## src/rtl/toroidal_life_generation_engine_defines.svh

```systemverilog
// Assertion macros shared by the toroidal Life engine RTL.
// Depends on nothing; users must have clock and reset in scope.
`ifndef TOROIDAL_LIFE_GENERATION_ENGINE_DEFINES_SVH
`define TOROIDAL_LIFE_GENERATION_ENGINE_DEFINES_SVH
`ifndef SYNTHESIS
`define TLGE_ASSERT(lbl, prop) \
   lbl: assert property (@(posedge clock) disable iff (reset) (prop)) \
      else $error("tlge assertion failed");
`define TLGE_ASSERT_IMP(lbl, ante, cons) \
   lbl: assert property (@(posedge clock) disable iff (reset) (ante) |-> (cons)) \
      else $error("tlge assertion failed");
`else
`define TLGE_ASSERT(lbl, prop)
`define TLGE_ASSERT_IMP(lbl, ante, cons)
`endif
`endif

```

## src/rtl/tlge_pkg.sv

```systemverilog
// Shared constants, mode codes and controller/datapath structs.
// Depends on nothing.
package tlge_pkg;

   localparam int DEF_GRID_WIDTH  = 64;
   localparam int DEF_GRID_HEIGHT = 64;
   localparam int WORD_BITS       = 32;
   localparam int DEF_RAM_DEPTH   = 256;

   localparam logic [1:0] MODE_WRITE = 2'd0;
   localparam logic [1:0] MODE_READ  = 2'd1;
   localparam logic [1:0] MODE_STEP  = 2'd2;

   typedef struct packed {
      logic clear;
      logic wr_req;
      logic rd_req;
      logic start;
      logic load_zero;
      logic load_read;
      logic load_step;
   } tlge_cmd_type;

   typedef struct packed {
      logic clear_last;
      logic step_done;
   } tlge_status_type;

endpackage

```

## src/rtl/tlge_ctrl.sv

```systemverilog
// Controller state machine: handshakes, clearing pass, step sequencing.
// Depends on tlge_pkg and the defines header.
`include "toroidal_life_generation_engine_defines.svh"
module tlge_ctrl
   import tlge_pkg::*;
(
   input  logic            clock,
   input  logic            reset,
   input  logic            req_valid,
   output logic            req_ready,
   input  logic [1:0]      req_mode,
   output logic            rsp_valid,
   input  logic            rsp_ready,
   output tlge_cmd_type    cmd,
   input  tlge_status_type st
);

   typedef enum logic [1:0] {ST_CLEAR, ST_IDLE, ST_READ, ST_STEP} state_type;

   state_type state_ff, state_in;
   logic      rsp_valid_ff, rsp_valid_in;

   always_comb begin
      state_in     = state_ff;
      rsp_valid_in = rsp_valid_ff && !rsp_ready;
      cmd          = '0;
      req_ready    = 1'b0;
      case (state_ff)
         ST_CLEAR: begin
            cmd.clear = 1'b1;
            if (st.clear_last) begin
               state_in = ST_IDLE;
            end
         end
         ST_IDLE: begin
            req_ready = !rsp_valid_ff || rsp_ready;
            if (req_valid && req_ready) begin
               case (req_mode)
                  MODE_WRITE: begin
                     cmd.wr_req    = 1'b1;
                     cmd.load_zero = 1'b1;
                     rsp_valid_in  = 1'b1;
                  end
                  MODE_READ: begin
                     cmd.rd_req = 1'b1;
                     state_in   = ST_READ;
                  end
                  MODE_STEP: begin
                     cmd.start = 1'b1;
                     state_in  = ST_STEP;
                  end
                  default: begin
                     cmd.load_zero = 1'b1;
                     rsp_valid_in  = 1'b1;
                  end
               endcase
            end
         end
         ST_READ: begin
            cmd.load_read = 1'b1;
            rsp_valid_in  = 1'b1;
            state_in      = ST_IDLE;
         end
         ST_STEP: begin
            if (st.step_done) begin
               cmd.load_step = 1'b1;
               rsp_valid_in  = 1'b1;
               state_in      = ST_IDLE;
            end
         end
         default: begin
            state_in = ST_CLEAR;
         end
      endcase
   end

   always_ff @(posedge clock) begin
      if (reset) begin
         state_ff     <= ST_CLEAR;
         rsp_valid_ff <= 1'b0;
      end else begin
         state_ff     <= state_in;
         rsp_valid_ff <= rsp_valid_in;
      end
   end

   assign rsp_valid = rsp_valid_ff;

   `TLGE_ASSERT_IMP(a_load_slot_free, cmd.load_read || cmd.load_step, !rsp_valid_ff)
   `TLGE_ASSERT_IMP(a_ready_only_idle, req_ready, state_ff == ST_IDLE)

endmodule

```

## config.mk

```make
export PLATFORM = sky130hd
export DESIGN_NAME = tlge_ctrl
export DESIGN_NICKNAME = d
export VERILOG_FILES = /design/src/rtl/tlge_pkg.sv /design/src/rtl/tlge_ctrl.sv
export VERILOG_INCLUDE_DIRS = /design/src /design/src/rtl
export SDC_FILE = /design/constraint.sdc
export NUM_CORES = 1
export LEC_CHECK = 0
export BUFFER_PORTS_ARGS = -buffer_cell sky130_fd_sc_hd__buf_4
export CAP_MARGIN = 20
export CORE_AREA = 4 4 41 43
export DETAILED_ROUTE_END_ITERATION = 6
export DIE_AREA = 0 0 45 47
export GPL_ROUTABILITY_DRIVEN = 0
export PLACE_DENSITY = 0.47
export SLEW_MARGIN = 20
export SYNTH_ARGS = -nofsm -noshare
export SYNTH_HDL_FRONTEND = slang
export SYNTH_SLANG_ARGS = --single-unit
```

## constraint.sdc

```tcl
create_clock -name clock -period 1.3 [get_ports clock]
set_input_delay 0.195 -clock clock [delete_from_list [all_inputs] [get_ports clock]]
set_output_delay 0.195 -clock clock [all_outputs]
set_load 0.02 [all_outputs]
```

==> qor.txt, run 1 <==
CELLS AND AREA
--------------------------------------------------------------------------------------------------------
Area Growth Syn to Fin                                                                            88.67%
Post-Layout Cell Count                                                                                68
Layout cells sized above 1                                                                        64.15%
Fill cell count                                                                                      136
Antenna diode instance count                                                                           0
End-of-flow core utilization                                                                      36.83%
Register Area                                                                                62.56 sq um
Top library cells by usage in the layout, fill and taps aside                               19 x buf_4, 4 x and3_2, 3 x nor2_1, 3 x ha_1, 3 x clkbuf_4
Multi-input combinational cell area                                                          198.9 sq um
Most common cell after layout, fill and taps aside                                                 buf_4
Number of nets in the layout                                                                          65

CLOCK NETWORK
--------------------------------------------------------------------------------------------------------
Number of buffers created by CTS                                                                       3
Cts-stage hold buffer count                                                                            0
CTS tree                                                                                            done
Post-CTS clock slew at the launch and capture registers of the worst setup and hold paths          40 ps
Root buffer selected by CTS                                                                     clkbuf_4
Worst-skew pair later-pin latency                                                                 240 ps
Maximum clock path buffer count                                                                        2
H-Tree Level Count                                                                                     1
TritonCTS sink count                                                                                   3

CRITICAL PATH
--------------------------------------------------------------------------------------------------------
Required time of the critical path                                                               1110 ps
Crit end category                                                                           primary output
Worst stage delay on the critical path                                                            310 ps
Worst path bufs/invs                                                                                   1
Category of the critical setup timing path                                                  flop to primary output
Worst endpoint data arrival time                                                                 1280 ps
Highest fanout seen on the critical path                                                               6
Ordered list of cells on the worst path                                                     nor2b_4 -> nor3b_4 -> and3_2 -> buf_4
CP max-delay cell                                                                                dfxtp_2
Largest delay share family, worst path                                                      simple AND/OR/NAND/NOR gates
Sort of element at the start of the critical path                                                   flop

ROUTING
--------------------------------------------------------------------------------------------------------
DR iter-0 viols                                                                                        5
Remaining routing DRC violations                                                                       0
Via density per instance                                                                           4.191
Via count                                                                                            285
Routed Wire Length                                                                           690 microns
Count of TritonRoute iterations in the first routing pass                                              2
Average routed wire per standard cell                                                       10.15 microns
Final antenna-violating net count                                                                      0

MIN PATH
--------------------------------------------------------------------------------------------------------
Hold/Removal Path Class                                                                     input port to flop

GRT
--------------------------------------------------------------------------------------------------------
Antenna violations before repair                                                                       0
Maximum number of pins on one net before global-route repair                                           9
Congestion Overflow GR                                                                                 0
Global-route wire length before repair                                                      1062 microns
Total global routing track utilization                                                            7.182%
Via count of the first global-routing pass                                                           266

POWER AND IR DROP
--------------------------------------------------------------------------------------------------------
Pleak                                                                                          0.2505 nW
Internal Dissipation                                                                         0.0002792 W
Clock power share                                                                                  43.9%
Combinational share of power                                                                       29.9%
Net switching fraction of the power                                                               28.60%
Net load switching power                                                                     0.0001118 W
Total power draw                                                                             0.0003910 W
Flop pwr share                                                                                     26.3%
Pwr dens                                                                                    815.9 nW/um^2
Worst vdd rail ir drop                                                                         0.2890 mV

YOSYS
--------------------------------------------------------------------------------------------------------
Total nets after synthesis                                                                            39
Syn Std Cell Area                                                                            254.0 sq um
Syn Area/Cell                                                                                9.071 sq um
Cells after synthesis                                                                                 28
Register bit count reported by yosys                                                                   3
Sequential fraction of the synthesis area                                                         23.65%
Distinct cell type count after synthesis                                                              18
Syn. warnings                                                                                          0

PLACEMENT
--------------------------------------------------------------------------------------------------------
Pre-CTS WS                                                                                      60.01 ps
Detailed placement HPWL                                                                     540.4 microns
Instance count after placement with tap cells included                                                61
Port buffer count                                                                                     16

RUN STATUS
--------------------------------------------------------------------------------------------------------
Run status                                                                                  complete, but fails checks
Violations in the final reports                                                             negative setup slack

STA
--------------------------------------------------------------------------------------------------------
Tightest Pin Transition                                                                         358.5 ps
Post-Route Skew                                                                                 3.290 ps
Setup violation total in the final timing report                                                       5
Normalized max-slew margin                                                                        76.04%
Minimum clock period after layout                                                                1470 ps
RSZ-0062 raised after global routing                                                                 yes
Slew Viols, Final                                                                                      0
Hold Violations, Final                                                                                 0
Final WS setup                                                                                 -170.0 ps
Maximum clock frequency                                                                        680.3 MHz
Share of the clock period used by the worst path after layout                                     113.1%

FLOORPLAN
--------------------------------------------------------------------------------------------------------
Starting Density                                                                                  19.52%
Horizontal die dimension                                                                      45 microns
Area of the core                                                                              1301 sq um
Total die area                                                                                2115 sq um
Total I/O pin count                                                                                   17
Die Span Y                                                                                    47 microns
Std-Cell Rows                                                                                         13

FLOW RUN
--------------------------------------------------------------------------------------------------------
Count of max-cap constraint violations                                                                 0

[flip-flops by register name, summed over array words and instances (netlist names)]
signal and cells:
rsp_valid 1, state_ff 2
[area by class of cell]
cell class	count	share of cell area [%]
flip-flops and latches	3	13.05
inverters	2	1.567
clock buffers	4	5.483
repair buffers	21	34.46
well taps	15	3.916
multi-input cells	23	41.51
[power by group through the flow]
stage | logic [W] | registers, W | clock network [W]
floorplan | 0.0000495 | 0.000109 | 0
global placement | 0.000107 | 0.000104 | 0
detailed placement | 0.000105 | 0.000104 | 0
CTS | 0.000115 | 0.000103 | 0.000177
global route | 0.000128 | 0.000103 | 0.000184
finish | 0.000117 | 0.000103 | 0.000171
[metal layers]
metal / vias up / track usage (%) / share of wire (%)
met5: - / 0 / 0
met4: 0 / 1.754 / 0
met3: 0 / 4.981 / 11
met2: 11 / 10.45 / 45
met1: 122 / 8.617 / 43
li1: 152 / - / -
[final timing paths]
check | startpoint | end | slack (ps) | cells past startpoint
min | reset | rsp_valid | 130 | 2
min reg2reg | state_ff[1] | rsp_valid | 640 | 2
max reg2reg | rsp_valid | rsp_valid | 160 | 4
max | rsp_valid | cmd[4] | -170 | 4
[synthesized netlist by cell type]
cell type	number	share of area, %
and3_2	1	3.0
nand2_1	1	1.5
a211oi_1	1	3.0
and3_1	3	7.4
dfxtp_1	3	24
nor2_1	3	4.4
nand2b_1	1	2.5
inv_1	2	3.0
nor2b_1	1	2.5
nor2b_4	1	5.4
a2111oi_1	1	3.9
ha_1	3	15
o31ai_1	1	3.0
nor3_1	1	2.0
o21ai_0	1	2.0
nor3b_4	1	7.4
and3b_1	2	6.9
nor4bb_1	1	3.9
[what timing repair did]
item                                   CTS  global route
endpoints found under the hold margin    0             0
buffers inserted                         2             1
setup endpoints to repair                5             5
pin swaps                                1             2
gates resized for setup                  3             0
[logic make-up (layout without fill, tap and decap cells)]
group,Yosys count,count (layout),share of synthesized area [%]
buffers and inverters,2,27,2.957
AOI/OAI and AO/OA,4,4,11.82
and+or+nand+nor,16,16,46.80
DFF,3,3,23.65
adders and majority gates,3,3,14.78
[stage by stage]
| stage | TNS, ps | hold WS (ps) | area [sq um] |
|---|---|---|---|
| 2_1_floorplan | -108.0 | 260.0 | 267.8 |
| 3_3_place_gp | 0 | 374.0 | 421.7 |
| 3_5_place_dp | 0 | 375.8 | 421.7 |
| 4_1_cts | -759.2 | 124.2 | 471.7 |
| 5_1_grt | -1085 | 126.0 | 479.2 |
| 6_report | -748.0 | 129.1 | 479.2 |
[worst reg2reg max path, cell delays in order, from the launching register on]
cell and delay (ps):
dfxtp_2 310, nor2b_4 130, buf_4 130, a2111oi_1 380, nor2_1 70
Note: power is estimated with default switching activity, not from simulation.
==> run 2: changes to the inputs <==
Settings changed: TNS_END_PERCENT set to 30.
Clock period 1.3 ns to 1.79 ns, I/O delays scaled along.
==> qor.txt, run 2 (synthesized netlist as in run 1, its figures left out) <==
RUN STATUS
--------------------------------------------------------------------------------------------------------
Run status                                                                                  finished clean   was complete, but fails checks

CLOCK NETWORK
--------------------------------------------------------------------------------------------------------
TritonCTS sink count                                                                                   3   unchanged
Maximum clock path buffer count                                                                        2   unchanged
Worst-skew pair later-pin latency                                                                 230 ps   was 240 ps
Number of buffers created by CTS                                                                       3   unchanged
CTS-repair resized insts                                                                               0   was 3
CTS tree                                                                                            done   unchanged
H-Tree Level Count                                                                                     1   unchanged
Cts-stage hold buffer count                                                                            0   unchanged
Root buffer selected by CTS                                                                     clkbuf_4   unchanged
Post-CTS clock slew at the launch and capture registers of the worst setup and hold paths          40 ps   about the same
Post-CTS setup repair buffer count                                                                     0   was 2

CRITICAL PATH
--------------------------------------------------------------------------------------------------------
CP max-delay cell                                                                                dfxtp_1   was dfxtp_2
Largest delay share family, worst path                                                      simple AND/OR/NAND/NOR gates   unchanged
Required time of the critical path                                                               1520 ps   was 1110 ps
Worst endpoint data arrival time                                                                 1330 ps   was 1280 ps
Worst stage delay on the critical path                                                            450 ps   was 310 ps
Crit end category                                                                           primary output   unchanged
Sort of element at the start of the critical path                                                   flop   unchanged
Category of the critical setup timing path                                                  flop to primary output   unchanged
Ordered list of cells on the worst path                                                     nor3b_4 -> and3b_1 -> buf_4   was nor2b_4 -> nor3b_4 -> and3_2 -> buf_4
Worst path bufs/invs                                                                                   1   unchanged
Highest fanout seen on the critical path                                                               7   was 6

ROUTING
--------------------------------------------------------------------------------------------------------
Via density per instance                                                                           4.270   was 4.191
Count of TritonRoute iterations in the first routing pass                                              1   was 2
Via count                                                                                            269   was 285
DR iter-0 viols                                                                                        0   was 5
Average routed wire per standard cell                                                       10.11 microns   was 10.15 microns
Remaining routing DRC violations                                                                       0   unchanged
Final antenna-violating net count                                                                      0   unchanged
Routed Wire Length                                                                           637 microns   was 690 microns

STA
--------------------------------------------------------------------------------------------------------
Minimum clock period after layout                                                                1595 ps
Post-Route Skew                                                                                 5.324 ps   was 3.290 ps
Post-route setup TNS                                                                                0 ps   was -748.0 ps
Tightest Pin Transition                                                                         346.2 ps   was 358.5 ps
Normalized max-slew margin                                                                        76.86%   was 76.04%
Slew Viols, Final                                                                                      0   unchanged
Maximum clock frequency                                                                        627.0 MHz
Share of the clock period used by the worst path after layout                                     89.10%
Setup violation total in the final timing report                                                       0   was 5
RSZ-0062 raised after global routing                                                                  no   was yes
Hold Violations, Final                                                                                 0   unchanged
Minimum hold slack                                                                              216.8 ps   was 129.1 ps

PLACEMENT
--------------------------------------------------------------------------------------------------------
Cell Area, Placed                                                                            392.9 sq um   was 421.7 sq um
Port buffer count                                                                                     16   unchanged

CELLS AND AREA
--------------------------------------------------------------------------------------------------------
Number of nets in the layout                                                                          60   was 65
Antenna diode instance count                                                                           0   unchanged
Area Growth Syn to Fin                                                                            65.02%   was 88.67%
Max FFs per register                                                                                   2   unchanged
Reg with most FFs                                                                               state_ff   unchanged
Layout cells sized above 1                                                                        45.83%   was 64.15%
Design area                                                                                  419.2 sq um   was 479.2 sq um
Most common cell after layout, fill and taps aside                                                 buf_4   unchanged

POWER AND IR DROP
--------------------------------------------------------------------------------------------------------
Total power draw                                                                             0.0002636 W   was 0.0003910 W
Pleak                                                                                          0.2231 nW   was 0.2505 nW
Pwr dens                                                                                    628.9 nW/um^2   was 815.9 nW/um^2
Worst vdd rail ir drop                                                                         0.1685 mV   was 0.2890 mV

GRT
--------------------------------------------------------------------------------------------------------
Congestion Overflow GR                                                                                 0   unchanged
Via count of the first global-routing pass                                                           264   was 266
Global-route wire length before repair                                                      1062 microns   unchanged
Total global routing track utilization                                                            6.782%   was 7.182%
Maximum number of pins on one net before global-route repair                                          10   was 9
Antenna violations before repair                                                                       0   unchanged

FLOORPLAN
--------------------------------------------------------------------------------------------------------
Starting Density                                                                                  19.52%   unchanged
Total I/O pin count                                                                                   17   unchanged
Die Span Y                                                                                    47 microns   unchanged
Horizontal die dimension                                                                      45 microns   unchanged
Std-Cell Rows                                                                                         13   unchanged
Area of the core                                                                              1301 sq um   unchanged
Total die area                                                                                2115 sq um   unchanged

FLOW RUN
--------------------------------------------------------------------------------------------------------
Count of max-cap constraint violations                                                                 0   unchanged

MIN PATH
--------------------------------------------------------------------------------------------------------
Hold/Removal Path Class                                                                     input port to flop   unchanged

-- run 2: area by class of cell --
class / instances / area (sq um)
repair buffers: 16 / 120.1
multi-input cells: 23 / 186.4
clock buffers: 4 / 26.28
fillers: 147 / 882.1
inverters: 2 / 7.507
flip-flops and latches: 3 / 60.06
well taps: 15 / 18.77
-- run 2: metal layers --
| layer | share of wire (%) | wire length, microns | GRT usage [%] | vias up |
|---|---|---|---|---|
| li1 | - | - | - | 145 |
| met1 | 50 | 318 | 8.824 | 111 |
| met2 | 41 | 258 | 10.73 | 13 |
| met3 | 9.4 | 60 | 2.299 | 0 |
| met4 | 0 | 0 | 1.754 | 0 |
| met5 | 0 | 0 | 0 | - |
-- run 2: metrics by stage --
step	util (%)	instances	setup slack [ps]
after global placement	30.19	59	418.3
final	32.21	63	195.2
after global routing	32.21	63	105.0
after CTS	32.21	63	175.8
after detailed placement	30.19	59	415.0
after floorplan	-	28	300.4
-- run 2: report_power, final --
| part | switching [W] | internal, W |
|---|---|---|
| Combinational | 0.0000321 | 0.0000358 |
| Sequential | 0.00000565 | 0.0000710 |
| Clock | 0.0000355 | 0.0000836 |
-- run 2: path summary, 6_finish.rpt --
kind	to	slack, ps	cells after the start	start
worst max-delay path	cmd[2]	200	3	state_ff[0]
worst min-delay path	rsp_valid	220	2	reset
worst min register to register	state_ff[1]	610	1	state_ff[0]
worst max register to register	rsp_valid	690	3	state_ff[1]
==> run 3: changes to the inputs <==
Clock period 1.79 ns to 1.7 ns, I/O delays scaled along.
==> qor.txt, run 3 (synthesized netlist as in run 1, its figures left out) <==
STA
--------------------------------------------------------------------------------------------------------
Setup violation total in the final timing report                                                       0   unchanged
Share of the clock period used by the worst path after layout                                     92.04%
Hold Violations, Final                                                                                 0   unchanged
RSZ-0062 raised after global routing                                                                  no   unchanged
Normalized max-slew margin                                                                        74.95%   was 76.86%
Maximum clock frequency                                                                        639.1 MHz
Minimum clock period after layout                                                                1565 ps
Tightest Pin Transition                                                                         374.8 ps   was 346.2 ps
Post-Route Skew                                                                                 3.755 ps   was 5.324 ps
Slew Viols, Final                                                                                      0   unchanged
Post-route setup TNS                                                                                0 ps   unchanged

CELLS AND AREA
--------------------------------------------------------------------------------------------------------
Area Growth Syn to Fin                                                                            65.52%   was 65.02%
End-of-flow core utilization                                                                      32.31%   was 32.21%
Top library cells by usage in the layout, fill and taps aside                               16 x buf_4, 3 x and3_1, 3 x nor2_1, 3 x ha_1, 3 x clkbuf_4
Multi-input combinational cell area                                                          186.4 sq um   unchanged
Fill cell count                                                                                      159   was 147
Most common cell after layout, fill and taps aside                                                 buf_4   unchanged
Reg with most FFs                                                                               state_ff   unchanged
Post-Layout Cell Count                                                                                63   unchanged
Register Area                                                                                61.31 sq um   was 60.06 sq um
Layout cells sized above 1                                                                        47.92%   was 45.83%
Antenna diode instance count                                                                           0   unchanged
Number of nets in the layout                                                                          60   unchanged
Max FFs per register                                                                                   2   unchanged

GRT
--------------------------------------------------------------------------------------------------------
Total global routing track utilization                                                            8.524%   was 6.782%
Congestion Overflow GR                                                                                 0   unchanged
Maximum number of pins on one net before global-route repair                                          10   unchanged
Via count of the first global-routing pass                                                           291   was 264
Antenna violations before repair                                                                       0   unchanged
Global-route wire length before repair                                                      1228 microns   was 1062 microns

CRITICAL PATH
--------------------------------------------------------------------------------------------------------
Worst endpoint data arrival time                                                                 1310 ps   was 1330 ps
Startpoint of the worst-slack reg-to-reg timing path                                         state_ff[1]   unchanged
Register-to-Register Setup Slack                                                                  560 ps   was 690 ps
Worst reg2reg path depth                                                                               3   unchanged
Highest fanout seen on the critical path                                                               6   was 7
Crit end category                                                                           primary output   unchanged
Required time of the critical path                                                               1440 ps   was 1520 ps
Sort of element at the start of the critical path                                                   flop   unchanged
Category of the critical setup timing path                                                  flop to primary output   unchanged
Reg-to-reg endpoint                                                                            rsp_valid   unchanged

CLOCK NETWORK
--------------------------------------------------------------------------------------------------------
Cts-stage hold buffer count                                                                            0   unchanged
TritonCTS sink count                                                                                   3   unchanged
Root buffer selected by CTS                                                                     clkbuf_4   unchanged
Number of buffers created by CTS                                                                       3   unchanged
Worst-skew pair later-pin latency                                                                 240 ps   was 230 ps
Post-CTS clock slew at the launch and capture registers of the worst setup and hold paths          40 ps   about the same
H-Tree Level Count                                                                                     1   unchanged
Maximum clock path buffer count                                                                        2   unchanged
CTS tree                                                                                            done   unchanged

POWER AND IR DROP
--------------------------------------------------------------------------------------------------------
Pleak                                                                                          0.2233 nW   was 0.2231 nW
Pwr dens                                                                                    672.7 nW/um^2   was 628.9 nW/um^2
Total power draw                                                                             0.0002828 W   was 0.0002636 W
Worst vdd rail ir drop                                                                         0.2633 mV   was 0.1685 mV

FLOW RUN
--------------------------------------------------------------------------------------------------------
Count of max-cap constraint violations                                                                 0   unchanged

ROUTING
--------------------------------------------------------------------------------------------------------
Count of TritonRoute iterations in the first routing pass                                              2   was 1
Average routed wire per standard cell                                                       10.71 microns   was 10.11 microns
Routed Wire Length                                                                           675 microns   was 637 microns
Remaining routing DRC violations                                                                       0   unchanged
DR iter-0 viols                                                                                        1   was 0
Final antenna-violating net count                                                                      0   unchanged
Via density per instance                                                                           4.365   was 4.270
Via count                                                                                            275   was 269

MIN PATH
--------------------------------------------------------------------------------------------------------
Count of cells along the worst hold path                                                               2   unchanged
Hold worst-path end                                                                          state_ff[0]   was rsp_valid
Hold/Removal Path Class                                                                     input port to flop   unchanged
Origin of the worst min-delay path                                                                 reset   unchanged

FLOORPLAN
--------------------------------------------------------------------------------------------------------
Total I/O pin count                                                                                   17   unchanged
Std-Cell Rows                                                                                         13   unchanged
Horizontal die dimension                                                                      45 microns   unchanged
Die Span Y                                                                                    47 microns   unchanged
Starting Density                                                                                  19.52%   unchanged
Total die area                                                                                2115 sq um   unchanged
Area of the core                                                                              1301 sq um   unchanged

PLACEMENT
--------------------------------------------------------------------------------------------------------
Port buffer count                                                                                     16   unchanged
Detailed placement HPWL                                                                     544.8 microns
Instance count after placement with tap cells included                                                59   unchanged

RUN STATUS
--------------------------------------------------------------------------------------------------------
Run status                                                                                  finished clean   unchanged

==> run 3: through the flow <==
stage | area [sq um] | hold WS [ps] | setup slack (ps)
2_1_floorplan | 254.0 | 327.4 | 223.9
3_3_place_gp | 392.9 | 440.5 | 333.0
3_5_place_dp | 392.9 | 438.1 | 348.2
4_1_cts | 419.2 | 184.8 | 92.67
5_1_grt | 420.4 | 181.2 | 36.92
6_report | 420.4 | 181.9 | 135.3
==> run 3: what timing repair did <==
| item | in CTS | in global routing |
|---|---|---|
| setup buffers | 0 | 0 |
| setup endpoints to repair | 0 | 3 |
| gates resized for setup | 0 | 1 |
==> run 3: how the worst max path moves through the flow <==
stage               cells after the start  slack [ps]     end   startpoint
floorplan                               3         220  cmd[2]    rsp_valid
global placement                        5         330  cmd[3]    rsp_ready
detailed placement                      3         350  cmd[2]  state_ff[0]
CTS                                     3          90  cmd[2]  state_ff[0]
global route                            4          40  cmd[2]    rsp_valid
finish                                  4         140  cmd[2]    rsp_valid
==> run 3: area by class of cell <==
type | instances | share of cell area (%)
clock buffer | 4 | 6.250
sequential | 3 | 14.58
tap | 15 | 4.464
inverter | 2 | 1.786
timing repair buffer | 16 | 28.57
multi-input combinational | 23 | 44.35
==> run 3: power breakdown <==
part           internal [W]   total, W  switching [W]
clock network     0.0000883   0.000130      0.0000418
registers         0.0000752  0.0000813     0.00000605
logic             0.0000376  0.0000715      0.0000339
==> run 3: routing by layer <==
metal / vias up / share of wire, % / track usage (%)
met5: - / 0 / 0
li1: 140 / - / -
met4: 0 / 0 / 1.754
met2: 16 / 40 / 11.86
met1: 119 / 44 / 9.297
met3: 0 / 16 / 8.429
==> run 3: worst max-delay path, cell delays in order, from the launching register on <==
cell     delay (ps)
dfxtp_1         300
nor2b_1         170
nor3b_4         270
and3b_1         200
buf_4           140
